`src/sv/swmm_pkg.sv`:
```
// shared types and constants for the sliding window min/max block
`default_nettype none

package swmm_pkg;

  localparam int DATA_W         = 32;
  localparam int LEN_W          = 7;
  localparam int WINDOW_MAX_DEF = 64;

  typedef logic signed [DATA_W-1:0] data_t;

  typedef struct packed {
    data_t sample;
    logic  restart;
  } in_t;

  typedef struct packed {
    data_t window_min;
    data_t window_max;
  } out_t;

  typedef struct packed {
    data_t lo;
    data_t hi;
  } mm_t;

  typedef struct packed {
    logic             shift;
    logic [LEN_W-1:0] len;
  } ctl_t;

  typedef enum logic {
    ST_IDLE,
    ST_CALC
  } state_t;

  localparam data_t DATA_MIN = {1'b1, {(DATA_W-1){1'b0}}};
  localparam data_t DATA_MAX = {1'b0, {(DATA_W-1){1'b1}}};

  localparam mm_t MM_IDENT = '{lo: DATA_MAX, hi: DATA_MIN};

endpackage

`default_nettype wire

```
`src/sv/swmm_ctrl.sv`:
```
// control: window length register, fill count, sequencing and result register
`default_nettype none

module swmm_ctrl import swmm_pkg::*; #(
  parameter int WINDOW_MAX = WINDOW_MAX_DEF
) (
  input  wire              clk,
  input  wire              rst_n,
  input  wire              cfg_we,
  input  wire  [LEN_W-1:0] cfg_wdata,
  input  wire              in_valid,
  input  wire              in_restart,
  output logic             in_ready,
  output logic             out_valid,
  input  wire              out_ready,
  output out_t             out_data,
  input  wire mm_t         sel_part,
  output ctl_t             ctl
);

  state_t           state_r, state_nxt;
  logic [LEN_W-1:0] cfg_len_r;
  logic [LEN_W-1:0] fill_r, fill_nxt, fill_base;
  logic [LEN_W-1:0] cnt_r, cnt_nxt;
  logic [LEN_W-1:0] eff_len;
  logic             out_valid_r, out_valid_nxt;
  out_t             out_data_r;
  logic             take;
  logic             done;
  logic             load;

  always_comb begin
    eff_len = cfg_len_r;
    if (cfg_len_r == '0) eff_len = LEN_W'(1);
    if (32'(cfg_len_r) > WINDOW_MAX) eff_len = LEN_W'(WINDOW_MAX);
  end

  assign take = in_valid && in_ready;
  assign done = (cnt_r == eff_len);
  assign load = (state_r == ST_CALC) && done && (!out_valid_r || out_ready);

  always_comb begin
    fill_base = in_restart ? '0 : fill_r;
    fill_nxt  = fill_r;
    if (take) begin
      fill_nxt = (&fill_base) ? fill_base : fill_base + LEN_W'(1);
    end
  end

  // next state
  always_comb begin
    state_nxt = state_r;
    case (state_r)
      ST_IDLE: begin
        if (take && (fill_nxt >= eff_len)) state_nxt = ST_CALC;
      end
      ST_CALC: begin
        if (load) state_nxt = ST_IDLE;
      end
      default: state_nxt = ST_IDLE;
    endcase
  end

  // outputs
  always_comb begin
    in_ready  = 1'b0;
    ctl.shift = take;
    ctl.len   = eff_len;
    cnt_nxt   = cnt_r;
    case (state_r)
      ST_IDLE: begin
        in_ready = 1'b1;
        cnt_nxt  = '0;
      end
      ST_CALC: begin
        if (!done) cnt_nxt = cnt_r + LEN_W'(1);
      end
      default: begin
        in_ready = 1'b0;
      end
    endcase
  end

  always_comb begin
    out_valid_nxt = out_valid_r;
    if (out_ready) out_valid_nxt = 1'b0;
    if (load)      out_valid_nxt = 1'b1;
  end

  always_ff @(posedge clk) begin
    if (!rst_n) begin
      state_r     <= ST_IDLE;
      cfg_len_r   <= LEN_W'(1);
      fill_r      <= '0;
      cnt_r       <= '0;
      out_valid_r <= 1'b0;
    end else begin
      state_r     <= state_nxt;
      fill_r      <= fill_nxt;
      cnt_r       <= cnt_nxt;
      out_valid_r <= out_valid_nxt;
      if (cfg_we) begin
        cfg_len_r <= cfg_wdata;
      end
    end
  end

  always_ff @(posedge clk) begin
    if (load) begin
      out_data_r.window_min <= sel_part.lo;
      out_data_r.window_max <= sel_part.hi;
    end
  end

  assign out_valid = out_valid_r;
  assign out_data  = out_data_r;

endmodule

`default_nettype wire

```
`config.mk`:
```
export PLATFORM = sky130hd
export DESIGN_NAME = swmm_ctrl
export DESIGN_NICKNAME = d
export VERILOG_FILES = /design/src/sv/swmm_pkg.sv /design/src/sv/swmm_ctrl.sv
export SDC_FILE = /design/constraint.sdc
export NUM_CORES = 1
export LEC_CHECK = 0
export BUFFER_PORTS_ARGS = -buffer_cell sky130_fd_sc_hd__buf_2
export CAP_MARGIN = 20
export CORE_ASPECT_RATIO = 1.2
export CORE_MARGIN = 1
export CORE_UTILIZATION = 47
export CTS_CLUSTER_DIAMETER = 80
export DETAILED_ROUTE_END_ITERATION = 12
export HOLD_SLACK_MARGIN = 0.05
export PLACE_DENSITY = 0.79
export SYNTH_ARGS = -nofsm -noshare
export SYNTH_HDL_FRONTEND = slang
export SYNTH_SLANG_ARGS = --single-unit
export TNS_END_PERCENT = 20
```
`constraint.sdc`:
```
create_clock -name clk -period 3.7 [get_ports clk]
set_input_delay 0.37 -clock clk [delete_from_list [all_inputs] [get_ports clk]]
set_output_delay 0.37 -clock clk [all_outputs]
set_load 0.005 [all_outputs]
```
# --- Word level (Yosys, flattened, before mapping) ---
# Cells that the tools add are included.
# Widths: inputs -> output; s select.
totals:
  register_bits: 87
  input_bits: 77
  out_inout_bits: 74
  wordCells: 36
op_classes:
  addsub: 2
  n_lt_le_gt_ge: 2
  n_eq_ne: 2
  muxes: 13
  n_bitwise: 1
  n_reduce_logical: 9
ops:
  columns: ["op", "n"]
  rows:
  - ["$mux 7", 6]
  - ["$add 7x1->7 const B", 2]
  - ["$pmux 7 s2", 1]
  - ["$eq 7x7->1", 1]
  - ["$ge 7x7->1", 1]
  - ["$gt 7x7->1 const B", 1]
  - ["$logic_not 7->1", 1]
  - ["$reduce_and 7->1", 1]
  - ["$mux 1", 5]
  - ["$logic_and 1x1->1", 4]
  - ["$ne 2x2->1 const B", 1]
  - ["$pmux 1 s2", 1]
  - ["$reduce_bool 2->1", 1]
  - ["$logic_not 1->1", 1]
  - ["$logic_or 1x1->1", 1]
  - ["$not 1->1", 1]

# --- Logic depth before layout (Yosys ltp) ---
logic_depth:
  ltp_word: 8
  depth_mapped: 12

# --- Worst setup path before layout ---
# Ideal clock, no wire load.
synth_timing:
  path_type: "reg2reg"
  startpoint: "register cfg_len_r[6]"
  endpoint: "register out_data_r (netlist bit out_data[0]) (enable)"
  setup_time_ns: 0.428
  arrival_time_ns: 2.829
  setup_slack_ns: 0.443
  stages_incl_launch_ff: 7
  period_less_slack_ns: 3.257
  path_cell_list: "dfxtp_1 > clkbuf_1 > nor2b_1 > o41ai_4 > a22oi_2 > and3_2 > and2_1"
synth_via:
  elab_chain_len: 6
synth_lines:
  columns: ["element", "line_no", "text"]
  rows:
  - ["start, declared", "swmm_ctrl.sv:22", "logic [LEN_W-1:0] cfg_len_r;"]
  - ["start signal, assigned", "swmm_ctrl.sv:103", "cfg_len_r <= cfg_wdata;"]
  - ["parallel branches: the longest is 2 deep, another holds $gt 7x7->1", null, null]
  - ["$mux 7 (*)", "swmm_ctrl.sv:35", "if (32'(cfg_len_r) > WINDOW_MAX) eff_len = LEN_W'(WINDOW_MAX);"]
  - ["$eq 7x7->1 (*)", "swmm_ctrl.sv:39", "assign done = (cnt_r == eff_len);"]
  - ["$logic_and 1x1->1 (*) (2 in a row)", "swmm_ctrl.sv:40", "assign load = (state_r == ST_CALC) && done && (!out_valid_r || out_ready);"]
  - ["via load", "swmm_ctrl.sv:30", "logic load;"]
  - ["end, declared", "swmm_ctrl.sv:27", "out_t out_data_r;"]
# Mark *: on every way through the listed nets, which the timed path passes.
# A chain may end at the register's enable or synchronous reset.

# --- Final worst setup path ---
layout_timing:
  startpoint: "register cfg_len_r[4]"
  endpoint: "register out_data_r (netlist bit out_data[9]) (enable)"
# Same word-level chain as after synthesis.

==> flow_summary.json <==
{
  "status": "finished, final reports clean",
  "antenna_left": 0,
  "worstMarginPinSlew_ns": 0.5189,
  "synthFlopType": "edfxtp_1",
  "initial_core_util": 0.4952,
  "timing.rr.start": "cfg_len_r[4]",
  "coreArea_sq_um": 6978,
  "end_kind": "register",
  "crit_chain": "or3_4 > mux2i_1 > and4_1 > and3_2 > and2_2 > buf_4",
  "finalSetupViolCount": 0,
  "synthCells": 252,
  "cts_setup_buffers": 0,
  "port_buffers": 150,
  "drive_gt1_frac": 0.4485,
  "area_growth_pct": 29.94,
  "worstSetupPathType": "register to register",
  "ctsLongestPathBuffers": 2,
  "hold_start": "sel_part[62]",
  "die_height_um": 95.93,
  "num_vias": 2572,
  "crit_required_ns": 3.76,
  "routedWlPerCell_um": 15.96,
  "cp.arrival_ns": 2.81,
  "die_x_um": 80.28,
  "synth_nets": 337,
  "synth_cell_types": 50,
  "cts_root_buffer": "clkbuf_8",
  "fmax_ghz": 0.3633,
  "cts_resized": 0,
  "max_stage_delay_ns": 0.48,
  "synth_area_leaders": "edfxtp_1, dfxtp_1, ha_1, mux2i_1, a21oi_1",
  "ctsHoldBuffers": 0,
  "diodes": 0,
  "netlist_area_sq_um": 3456,
  "vias_per_cell": 5.196,
  "finalNetCount": 488,
  "period_share": 0.7439,
  "power_leakage_nw": 1.922,
  "grt_use_total": 0.2146,
  "first_iter_violations": 109,
  "critPathMaxFanout": 20,
  "clk_latency_ns": 0.36,
  "die_area_sq_um": 7701,
  "hold_path.class": "input pin to register",
  "pwr_density_cell_nw_per_um2": 427.6,
  "grt_pass1_wl_mm": 12.03,
  "place_congestion": 0.8248,
  "syn-mean-instance-area_sq_um": 13.71,
  "antenna_found_initial": 1,
  "yosys_warnings": 0,
  "grt_max_degree": 30,
  "hpwl_mm": 6.087,
  "gr-total-overflow": 0,
  "drc": 0,
  "finalClockSkew_ns": 0.01252,
  "yosysTopAreaCell": "edfxtp_1",
  "ioPinCount": 151,
  "relSlewSlack": 0.6541,
  "yosysTopAreaCellShare": 0.5561,
  "cts.clk_slew.worst_paths_ns": 0.09,
  "finalCriticalPeriod_ns": 2.753,
  "cp_slowest_cell": "and2_2",
  "cts.sinks": 87,
  "hold_violations": 0,
  "async_flop_share": 0,
  "first_global_vias": 2457,
  "ys_ff_latch": 87,
  "vdd_ir_drop_max_mv": 0.2350,
  "crit_start": "cfg_len_r[4]",
  "setup_tns_ns": 0,
  "rows": 33,
  "numCtsBuffers": 9,
  "start_kind": "register",
  "cts_tree": "built",
  "drv_cap": 0,
  "rsz0062_at_grt": "no",
  "finish.instance_area_sq_um": 4491,
  "placed_area_sq_um": 4287,
  "dr.pass1.iters": 4,
  "cts_max_level": 3,
  "seq_area_frac_synth": 0.6894,
  "synth_edf_count": 64,
  "routed_wl_mm": 7.901,
  "maxSlewViolCount": 0
}
-- logic make-up after synthesis --
kind of cell / count (synthesis) / synth area share
xor gates and xnor gates: 2 / 0.005070
DFF: 87 / 0.6894
and+or+nand+nor: 74 / 0.1173
muxes: 10 / 0.02897
AOI/OAI and AO/OA: 47 / 0.09957
adders and majority gates: 8 / 0.02897
buffers and inverters: 24 / 0.03077
-- power by group --
group	internal, W	switching, W	total, W
clock network	0.000321	0.000349	0.000670
logic	0.0000803	0.0000850	0.000165
registers	0.00107	0.0000185	0.00108
total	0.00147	0.000452	0.00192
-- stage by stage --
step | cells | setup slack [ns] | total power, W | util | hold slack (ns)
finish | 495 | 0.9474 | 0.001920 | 0.6435 | 0.1806
global route | 495 | 0.7920 | 0.001994 | 0.6435 | 0.1612
CTS | 495 | 0.9540 | 0.001938 | 0.6435 | 0.1661
detailed placement | 479 | 0.9788 | 0.001272 | 0.6143 | 0.4870
global placement | 479 | 1.050 | 0.001266 | 0.6143 | 0.4799
floorplan | 252 | 0.4429 | 0.001200 | - | 0.4561
-- worst paths after layout --
kind / end / slack, ns / depth (start not counted)
worst min-delay path: out_data[62] / 0.18 / 1
worst max-delay path: out_data[9] / 0.95 / 6
worst max register to register: out_data[9] / 0.95 / 6
worst min register to register: out_valid / 0.49 / 2
-- cell usage after synthesis, drive strengths merged, types with 4 or more instances --
cell type   n
a21oi      17
and2        9
buf         7
clkbuf      6
dfxtp      23
edfxtp     64
ha          8
inv        10
mux2i      10
nand2      18
nand3       4
nor2       15
nor2b       4
o21ai       9
-- critical path, delay by kind of cell, from the launching register on --
kind / cells / cell delay [ns]
and+or+nand+nor: 4 / 1.60
DFF: 1 / 0.36
buffers and inverters: 1 / 0.29
muxes: 1 / 0.20
-- cells in the final DEF, fill, tap and decap left out, types with 8 or more instances in the layout --
cell type | Yosys | final
nor2_1 | 15 | 15
a21oi_1 | 17 | 17
clkbuf_8 | 0 | 9
edfxtp_1 | 64 | 64
buf_2 | 4 | 150
inv_1 | 10 | 10
and2_1 | 9 | 8
nand2_1 | 18 | 18
mux2i_1 | 10 | 10
ha_1 | 8 | 8
dfxtp_1 | 23 | 23
-- cell type report --
type | count | area [sq um]
fill | 563 | 2487
clock buffer | 9 | 123.9
inverter | 11 | 41.29
timing repair buffer | 153 | 785.8
multi-input combinational | 141 | 968.4
sequential | 87 | 2382
clock inverter | 7 | 80.08
tap | 87 | 108.9
-- per-layer routing --
metal  global-route usage  vias to the layer above  share of wire
li1                     -                     1237              -
met1               0.2424                     1200           0.40
met2               0.3768                      114           0.51
met3              0.06351                       19          0.074
met4              0.09077                        2          0.021
met5                    0                        -         0.0015
-- flip-flops by register name, indices dropped and copies added (netlist names) --
| register | flops |
|---|---|
| cfg_len_r | 7 |
| out_data | 64 |
| cnt_r | 7 |
| out_valid | 1 |
| fill_r | 7 |
| state_r | 1 |
(Power assumes the default switching activity.)
