**src/sv/swmm_pkg.sv**
```systemverilog
// shared types and constants for the sliding window min/max block
`default_nettype none

package swmm_pkg;

  localparam int DATA_W         = 32;
  localparam int LEN_W          = 7;
  localparam int WINDOW_MAX_DEF = 64;

  typedef logic signed [DATA_W-1:0] data_t;

  typedef struct packed {
    data_t sample;
    logic  restart;
  } in_t;

  typedef struct packed {
    data_t window_min;
    data_t window_max;
  } out_t;

  typedef struct packed {
    data_t lo;
    data_t hi;
  } mm_t;

  typedef struct packed {
    logic             shift;
    logic [LEN_W-1:0] len;
  } ctl_t;

  typedef enum logic {
    ST_IDLE,
    ST_CALC
  } state_t;

  localparam data_t DATA_MIN = {1'b1, {(DATA_W-1){1'b0}}};
  localparam data_t DATA_MAX = {1'b0, {(DATA_W-1){1'b1}}};

  localparam mm_t MM_IDENT = '{lo: DATA_MAX, hi: DATA_MIN};

endpackage

`default_nettype wire

```
**src/sv/swmm_cell.sv**
```systemverilog
// one window cell: holds a sample and folds it into the passing min/max
`default_nettype none

module swmm_cell import swmm_pkg::*; (
  input  wire        clk,
  input  wire        shift_en,
  input  wire        act,
  input  wire data_t sample_in,
  input  wire mm_t   part_in,
  output data_t      sample_q,
  output mm_t        part_q
);

  data_t sample_r;
  mm_t   part_r;
  mm_t   part_nxt;

  always_comb begin
    part_nxt = part_in;
    if (act) begin
      if (sample_r < part_in.lo) part_nxt.lo = sample_r;
      if (sample_r > part_in.hi) part_nxt.hi = sample_r;
    end
  end

  always_ff @(posedge clk) begin
    if (shift_en) begin
      sample_r <= sample_in;
    end
    part_r <= part_nxt;
  end

  assign sample_q = sample_r;
  assign part_q   = part_r;

endmodule

`default_nettype wire

```
**config.mk**
```make
export PLATFORM = sky130hd
export DESIGN_NAME = swmm_cell
export DESIGN_NICKNAME = d
export VERILOG_FILES = /design/src/sv/swmm_pkg.sv /design/src/sv/swmm_cell.sv
export SDC_FILE = /design/constraint.sdc
export NUM_CORES = 1
export LEC_CHECK = 0
export ABC_AREA = 1
export BUFFER_PORTS_ARGS = -buffer_cell sky130_fd_sc_hd__buf_4
export CAP_MARGIN = 10
export CORE_ASPECT_RATIO = 1.25
export CORE_MARGIN = 4
export CORE_UTILIZATION = 34
export DETAILED_ROUTE_END_ITERATION = 12
export PLACE_DENSITY_LB_ADDON = 0.15
export SLEW_MARGIN = 20
export SYNTH_ARGS = -nofsm -noshare
export SYNTH_HDL_FRONTEND = slang
export SYNTH_SLANG_ARGS = --single-unit
```
**constraint.sdc**
```tcl
create_clock -name clk -period 4.6 [get_ports clk]
set_input_delay 1.15 -clock clk [delete_from_list [all_inputs] [get_ports clk]]
set_output_delay 1.15 -clock clk [all_outputs]
set_load 0.03 [all_outputs]
```
Word level (Yosys, flattened, before mapping):

Cells that the tools add are included.

* order comparisons: 2
* muxes and demuxes: 3

Operators with widths (number)
* $mux W32: 2
* $mux W64: 1
* $gt A32 B32 Y1: 1
* $lt A32 B32 Y1: 1

* register bits: 96
* bits of input ports: 99
* output and inout bits: 96
* logic and storage cells: 8

Longest topological paths before layout:

Gate-level depths: netlist of the first run.

* depth after elaboration: 3
* depth in mapped cells: 18
* mapped depth without buffers: 17

Worst setup path after synthesis of the first run:

Ideal clock, no wire load.

* path kind: input to register
* start: in part_in[31] (netlist name)
* end: reg part_r (netlist bit part_q[30])
* library setup time: 0.114 ns
* arrival: 2.586 ns
* data required time: 4.486 ns
* path slack: 1.900 ns
* stages: 14
* buffers on the path: 1
* cell sequence: inv_1 ha_1 nand2_1 nor2_2 nand4_1 nor4_2 nand2_1 nand2_1 nand2_1 nand2_2 nand2_2 buf_6 nand2_1 nand2_1

RTL lines
* start, declared: RTL line swmm_cell.sv:9 `input wire mm_t part_in,`
* end signal, assigned: RTL line swmm_cell.sv:30 `part_r <= part_nxt;`
* end, declared: RTL line swmm_cell.sv:15 `mm_t part_r;`

==> results of run 1 <==
[area by class of cell]
type,count,area (um2)
clock buffer,9,225
clock inverter,7,86.3
fill,1382,7130
inverter,77,289
multi-input combinational,385,2250
sequential,96,2240
tap,175,219
timing repair buffer,199,1490
[routing by layer]
layer / global-route usage / vias to the layer above / wire length (um)
li1: - / 2294 / -
met1: 0.218 / 2045 / 5820
met2: 0.326 / 185 / 7700
met3: 0.0469 / 21 / 1210
met4: 0.0773 / 0 / 299
met5: 0 / - / 0
[synth_stat cells (3+ instances only)]
| cell type | n |
|---|---|
| buf_6 | 3 |
| buf_2 | 9 |
| a21oi_1 | 30 |
| inv_1 | 76 |
| dfxtp_1 | 64 |
| nor3_1 | 4 |
| o21ai_0 | 8 |
| nand3_1 | 39 |
| nand2_1 | 181 |
| edfxtp_1 | 32 |
| nor2_1 | 13 |
| nand4_1 | 37 |
| ha_1 | 63 |
| clkbuf_1 | 10 |
[flip-flops by register name, summed over array words and instances, names as in the netlist]
name	cells
sample_q	32
part_q	64
[kinds of logic (layout without fill, tap and decap cells)]
group           count (synthesis)  in the layout  synth area share
simple gates                  279            279             0.249
buf+inv                        99            292            0.0832
flops                          96             96             0.460
compound gates                 43             43            0.0465
fa+ha+maj                      63             63             0.162
[worst max-delay path, cell delays in order]
cell and delay (ns):
buf_4 0.09, inv_1 0.04, ha_1 0.37, nand4_1 0.11
inv_1 0.08, nand2_1 0.08, nor4_1 0.35, nand2_1 0.15
nand3_2 0.09, nand3_1 0.41, buf_4 0.41, nand2_1 0.10
nand2_1 0.05
[power groups by stage]
stage                     clock (mW)  sequential (mW)  combinational [mW]
after floorplan                    0             1.27               0.271
after global placement             0             1.07               0.810
after detailed placement           0             1.07               0.824
after CTS                      0.819             1.05               0.828
after global routing           0.850             1.06               0.898
final                          0.796             1.05               0.817
[worst max-delay path by stage]
stage / start / to / cells past startpoint
3_3_place_gp: part_in[63] / part_q[37]$_DFF_P_ / 13
3_5_place_dp: part_in[63] / part_q[57]$_DFF_P_ / 13
2_1_floorplan: part_in[31] / part_q[30]$_DFF_P_ / 14
6_report: part_in[63] / part_q[61]$_DFF_P_ / 13
4_1_cts: part_in[63] / part_q[61]$_DFF_P_ / 13
5_1_grt: part_in[63] / part_q[61]$_DFF_P_ / 14
[stage by stage]
step	instances	hold WS [ns]	instance area (um2)	worst slack [ns]
after global routing	948	0.646	6800	0.911
after floorplan	580	0.742	4870	1.90
after CTS	948	0.612	6800	1.27
after detailed placement	932	0.597	6490	0.941
final	948	0.606	6800	1.36
after global placement	932	0.594	6490	0.934
[cell usage in the layout (no fill, tap or decap), types with 3 or more instances in the layout]
master	count
a21oi_1	30
buf_4	199
clkbuf_16	9
clkinv_1	3
dfxtp_1	64
edfxtp_1	32
ha_1	63
inv_1	76
nand2_1	181
nand3_1	38
nand4_1	37
nor2_1	13
nor3_1	4
o21ai_0	8
==> reports/metrics.csv, run 1 <==
stage;metric;value;unit
yosys;cells after synthesis;580;
global_route;Total Routing Usage GR;0.188;
placement;GPL Wtd Cong;0.838;
sta;min Tclk post-route;3.24;ns
floorplan;die height;142;um
route;TritonRoute pass-1 iters;5;
global_route;total grt overflow;0;
sta;period utilization;0.705;
sta;Max-slew headroom;0.514;
setup_path;reg2reg start;sample_q[31]$_DFFE_PP_;
placement;IO buf count;194;
yosys;Top FF cell, synth;dfxtp_1;
floorplan;die width;115;um
sta;Fin. Hold Viols;0;
global_route;vias in the first global route;4622;
yosys;Post-Syn Area per Cell;8.40;um2
setup_path;CP endpoint kind;flip-flop;
clocking;Clk pin slew, worst setup/hold paths;0.07;ns
setup_path;R2R Path End;part_q[61]$_DFF_P_;
floorplan;Ports;195;
status;status;completed;
sta;RSZ-0062 raised after global routing;no;
route;Initial DRC Count;171;
hold_path;worst hold path type;reg -> reg;
yosys;number of enable flip-flop cells after synthesis;32;
route;Antenna Nets Post-Route;0;
power;Sw Ratio;0.338;
setup_path;CP Launch Type;input pin;
hold_path;min-delay src;sample_q[5]$_DFFE_PP_;
clocking;TritonCTS buffer count;9;
yosys;Synth top area share;0.263;
sta;Final Max Tran Viols;0;
cells_and_area;Util after Layout;0.488;
floorplan;Placement Rows;48;
cells_and_area;share of cells above drive strength 1;0.283;
setup_path;CP max FO;20;
power;PwrDens;391;nW/um2
sta;Worst Tran Pin Value;0.727;ns
clocking;clock tree buffer depth;2;
power;Total Power;2.66;mW
setup_path;CP Data Required Time;4.85;ns
route;DR vias;4545;
global_route;first-pass GRT wire length;23800;um
route;DR DRC count;0;
floorplan;die area;16300;um2
yosys;synth top area cells;dfxtp_1 26%, edfxtp_1 20%, ha_1 16%;
clocking;Clk Latency, worst-skew pair;0.35;ns
power;maximum VDD drop;232;uV
clocking;CTS H-Tree Depth;3;
sta;setup tns final;0;ns
yosys;mapped cell area;4870;um2
clocking;Resize count post-CTS;0;
cells_and_area;# diodes;0;
sta;max frequency;308;MHz
clocking;CTS Sinks;96;
hold_path;Hold Path Cell Cnt;2;
sta;setup violators final;0;
floorplan;initial core utilization;0.350;
power;Clk pwr share;0.299;
setup_path;kind of critical path;in -> reg;
global_route;initial antenna violation count;0;
setup_path;Worst R2R Path Depth;11;
placement;HPWL after DPL;11100;um
clocking;TritonCTS clock tree;done;
yosys;register area share after synthesis;0.460;
yosys;area leader, netlist;dfxtp_1;
power;Sw Pwr;0.901;mW
yosys;Synth warnings;0;
yosys;Unique masters post-synth;23;
power;Leak;3.66;nW
setup_path;crit path DAT;3.49;ns
power;Int Power;1.76;mW
yosys;#FFs+latches synth;96;
route;wirelength, routed;15000;um
clocking;clk root buf;clkbuf_16;
route;via/cell ratio;4.79;
route;routed len/inst;15.9;um
clocking;Post-CTS Setup Bufs;0;
floorplan;core area;13900;um2
clocking;# hold bufs at CTS;0;
power;Seq pwr share;0.394;
run;max-cap check violation count;0;
hold_path;Hold EP;part_q[5]$_DFF_P_;
power;combinational power share;0.307;
setup_path;flop2flop setup slack;1.72;ns
cells_and_area;Area growth syn-to-layout;39.6;%
global_route;largest net degree at the start of global routing;35;
yosys;Synthesized Nets;742;
sta;Final Skew;0.0118;ns
cells_and_area;layout net count;930;
yosys;Async SR Flop Fraction;0;
No activity file was read; power rests on OpenSTA's default activity.
==> inputs of run 2 (changes only) <==
==> constraint.sdc (replaced) <==
create_clock -name clk -period 2.8 [get_ports clk]
set_input_delay 0.7 -clock clk [delete_from_list [all_inputs] [get_ports clk]]
set_output_delay 0.7 -clock clk [all_outputs]
set_load 0.03 [all_outputs]
==> run 2 against run 1 <==
Against the previous run:
- total power is 62% higher
- cell area grew 0.79%
- sequential share of layout area shrank 0.26 points
- largest cell class unchanged
- register-to-register slack lost 1.4 ns
- clock skew down 0.0017 ns
- combinational power rose by 66%
==> reports/metrics.csv, run 2 (same netlist as run 1, synthesis figures left out) <==
stage;metric;value;unit
global_route;first-pass GRT wire length;23500;um
placement;GPL Wtd Cong;0.796;
power;maximum VDD drop;361;uV
floorplan;Placement Rows;48;
hold_path;Hold EP;sample_q[27]$_DFFE_PP_;
clocking;Clk Latency, worst-skew pair;0.35;ns
cells_and_area;layout net count;939;
route;DR vias;4614;
setup_path;kind of critical path;reg -> reg;
clocking;Post-CTS Setup Bufs;0;
power;PwrDens;630;nW/um2
floorplan;Ports;195;
setup_path;CP Data Required Time;3.09;ns
setup_path;crit path DAT;2.75;ns
sta;min Tclk post-route;2.46;ns
route;routed len/inst;15.8;um
cells_and_area;share of cells above drive strength 1;0.294;
global_route;initial antenna violation count;0;
sta;max frequency;407;MHz
clocking;TritonCTS buffer count;9;
clocking;CTS H-Tree Depth;3;
route;TritonRoute pass-1 iters;4;
setup_path;CP Launch Type;flip-flop;
setup_path;reg2reg start;sample_q[31]$_DFFE_PP_;
global_route;largest net degree at the start of global routing;34;
run;max-cap check violation count;0;
cells_and_area;Area growth syn-to-layout;40.7;%
cells_and_area;max reg flops;64;
setup_path;R2R Path End;part_q[21]$_DFF_P_;
hold_path;min-delay src;sample_in[27];
cells_and_area;commonest cells after routing, fill and taps aside;208 x buf_4, 181 x nand2_1, 76 x inv_1;
sta;Final WS setup;0.344;ns
cells_and_area;post-route cell area;6860;um2
power;Leak;3.70;nW
cells_and_area;most common cell after layout, fill and taps aside;buf_4;
status;status;completed;
floorplan;die height;142;um
global_route;total grt overflow;0;
route;Initial DRC Count;159;
route;Antenna Nets Post-Route;0;
route;wirelength, routed;15100;um
floorplan;core area;13900;um2
clocking;TritonCTS clock tree;done;
placement;DP Area;6560;um2
floorplan;die area;16300;um2
placement;HPWL after DPL;11500;um
clocking;CTS Sinks;96;
global_route;Total Routing Usage GR;0.185;
global_route;vias in the first global route;4681;
setup_path;Worst R2R Path Depth;12;
sta;Max-slew headroom;0.668;
setup_path;CP endpoint kind;flip-flop;
hold_path;Hold Path Cell Cnt;1;
clocking;Clk pin slew, worst setup/hold paths;0.07;ns
setup_path;flop2flop setup slack;0.34;ns
floorplan;initial core utilization;0.350;
placement;DP Worst Slack;-0.0587;ns
setup_path;CP max FO;19;
sta;Fin. Hold Viols;0;
route;via/cell ratio;4.82;
clocking;clk root buf;clkbuf_16;
sta;RSZ-0062 raised after global routing;no;
cells_and_area;Layout fillers;1363;
sta;Final Skew;0.0101;ns
floorplan;die width;115;um
placement;IO buf count;194;
sta;setup violators final;0;
sta;Final Max Tran Viols;0;
sta;period utilization;0.877;
hold_path;worst hold path type;in -> reg;
clocking;clock tree buffer depth;2;
sta;Worst Tran Pin Value;0.494;ns
cells_and_area;# diodes;0;
route;DR DRC count;0;
cells_and_area;Util after Layout;0.492;
==> run 2: how the worst max path moves through the flow <==
stage                                      start                  to  slack (ns)  cells past startpoint
after floorplan                      part_in[31]  part_q[30]$_DFF_P_        0.55                     14
after global placement               part_in[63]  part_q[37]$_DFF_P_       -0.06                     14
after detailed placement             part_in[63]  part_q[53]$_DFF_P_       -0.06                     14
after CTS                 sample_q[31]$_DFFE_PP_  part_q[53]$_DFF_P_        0.17                     12
after global routing      sample_q[31]$_DFFE_PP_  part_q[24]$_DFF_P_        0.05                     12
final                     sample_q[31]$_DFFE_PP_  part_q[21]$_DFF_P_        0.34                     12
==> run 2: what timing repair did <==
item                                    CTS  global route
resized for setup                         0             1
endpoints found under the setup margin    0            32
hold buffers                              0             0
hold endpoints to repair                  0             0
==> run 2: area by class of cell <==
cell class | count | area (um2) | share of cell area
clock inverters | 4 | 45.0 | 0.00657
repair buffers | 208 | 1560 | 0.228
inverters | 77 | 289 | 0.0422
flip-flops and latches | 96 | 2240 | 0.327
well taps | 175 | 219 | 0.0319
multi-input cells | 385 | 2250 | 0.329
clock buffers | 12 | 246 | 0.0359
==> run 2: power by group <==
group          internal, mW  leakage [nW]  total (mW)  switching, mW
Sequential             1.62         0.853        1.73          0.101
Combinational         0.513          2.70        1.36          0.849
Clock                 0.713         0.146        1.23          0.520
==> run 2: through the flow <==
step	instances	TNS [ns]	power, mW	hold WS, ns
4_1_cts	957	0	4.37	0.504
5_1_grt	957	0	4.57	0.505
2_1_floorplan	580	0	2.54	0.742
3_3_place_gp	941	-1.81	3.11	0.592
6_report	957	0	4.32	0.523
3_5_place_dp	941	-1.36	3.13	0.601
==> run 2: routing by layer <==
layer  share of wire  global-route usage  vias up
met5               0                   0        -
met4           0.023              0.0773        0
met3           0.070              0.0418       23
met2            0.52               0.328      170
met1            0.39               0.212     2113
li1                -                   -     2308
==> run 2: worst max-delay path: stages, from the launching register on <==
cell and delay [ns]:
edfxtp_1 0.50, ha_1 0.40, nand2_1 0.10, nor2_2 0.13, nand4_1 0.18, nor4_2 0.27, nand2_1 0.13, nand2_1 0.07
nand2_1 0.06, nand2_2 0.09, buf_4 0.27, nand3_1 0.12, nand2_1 0.09
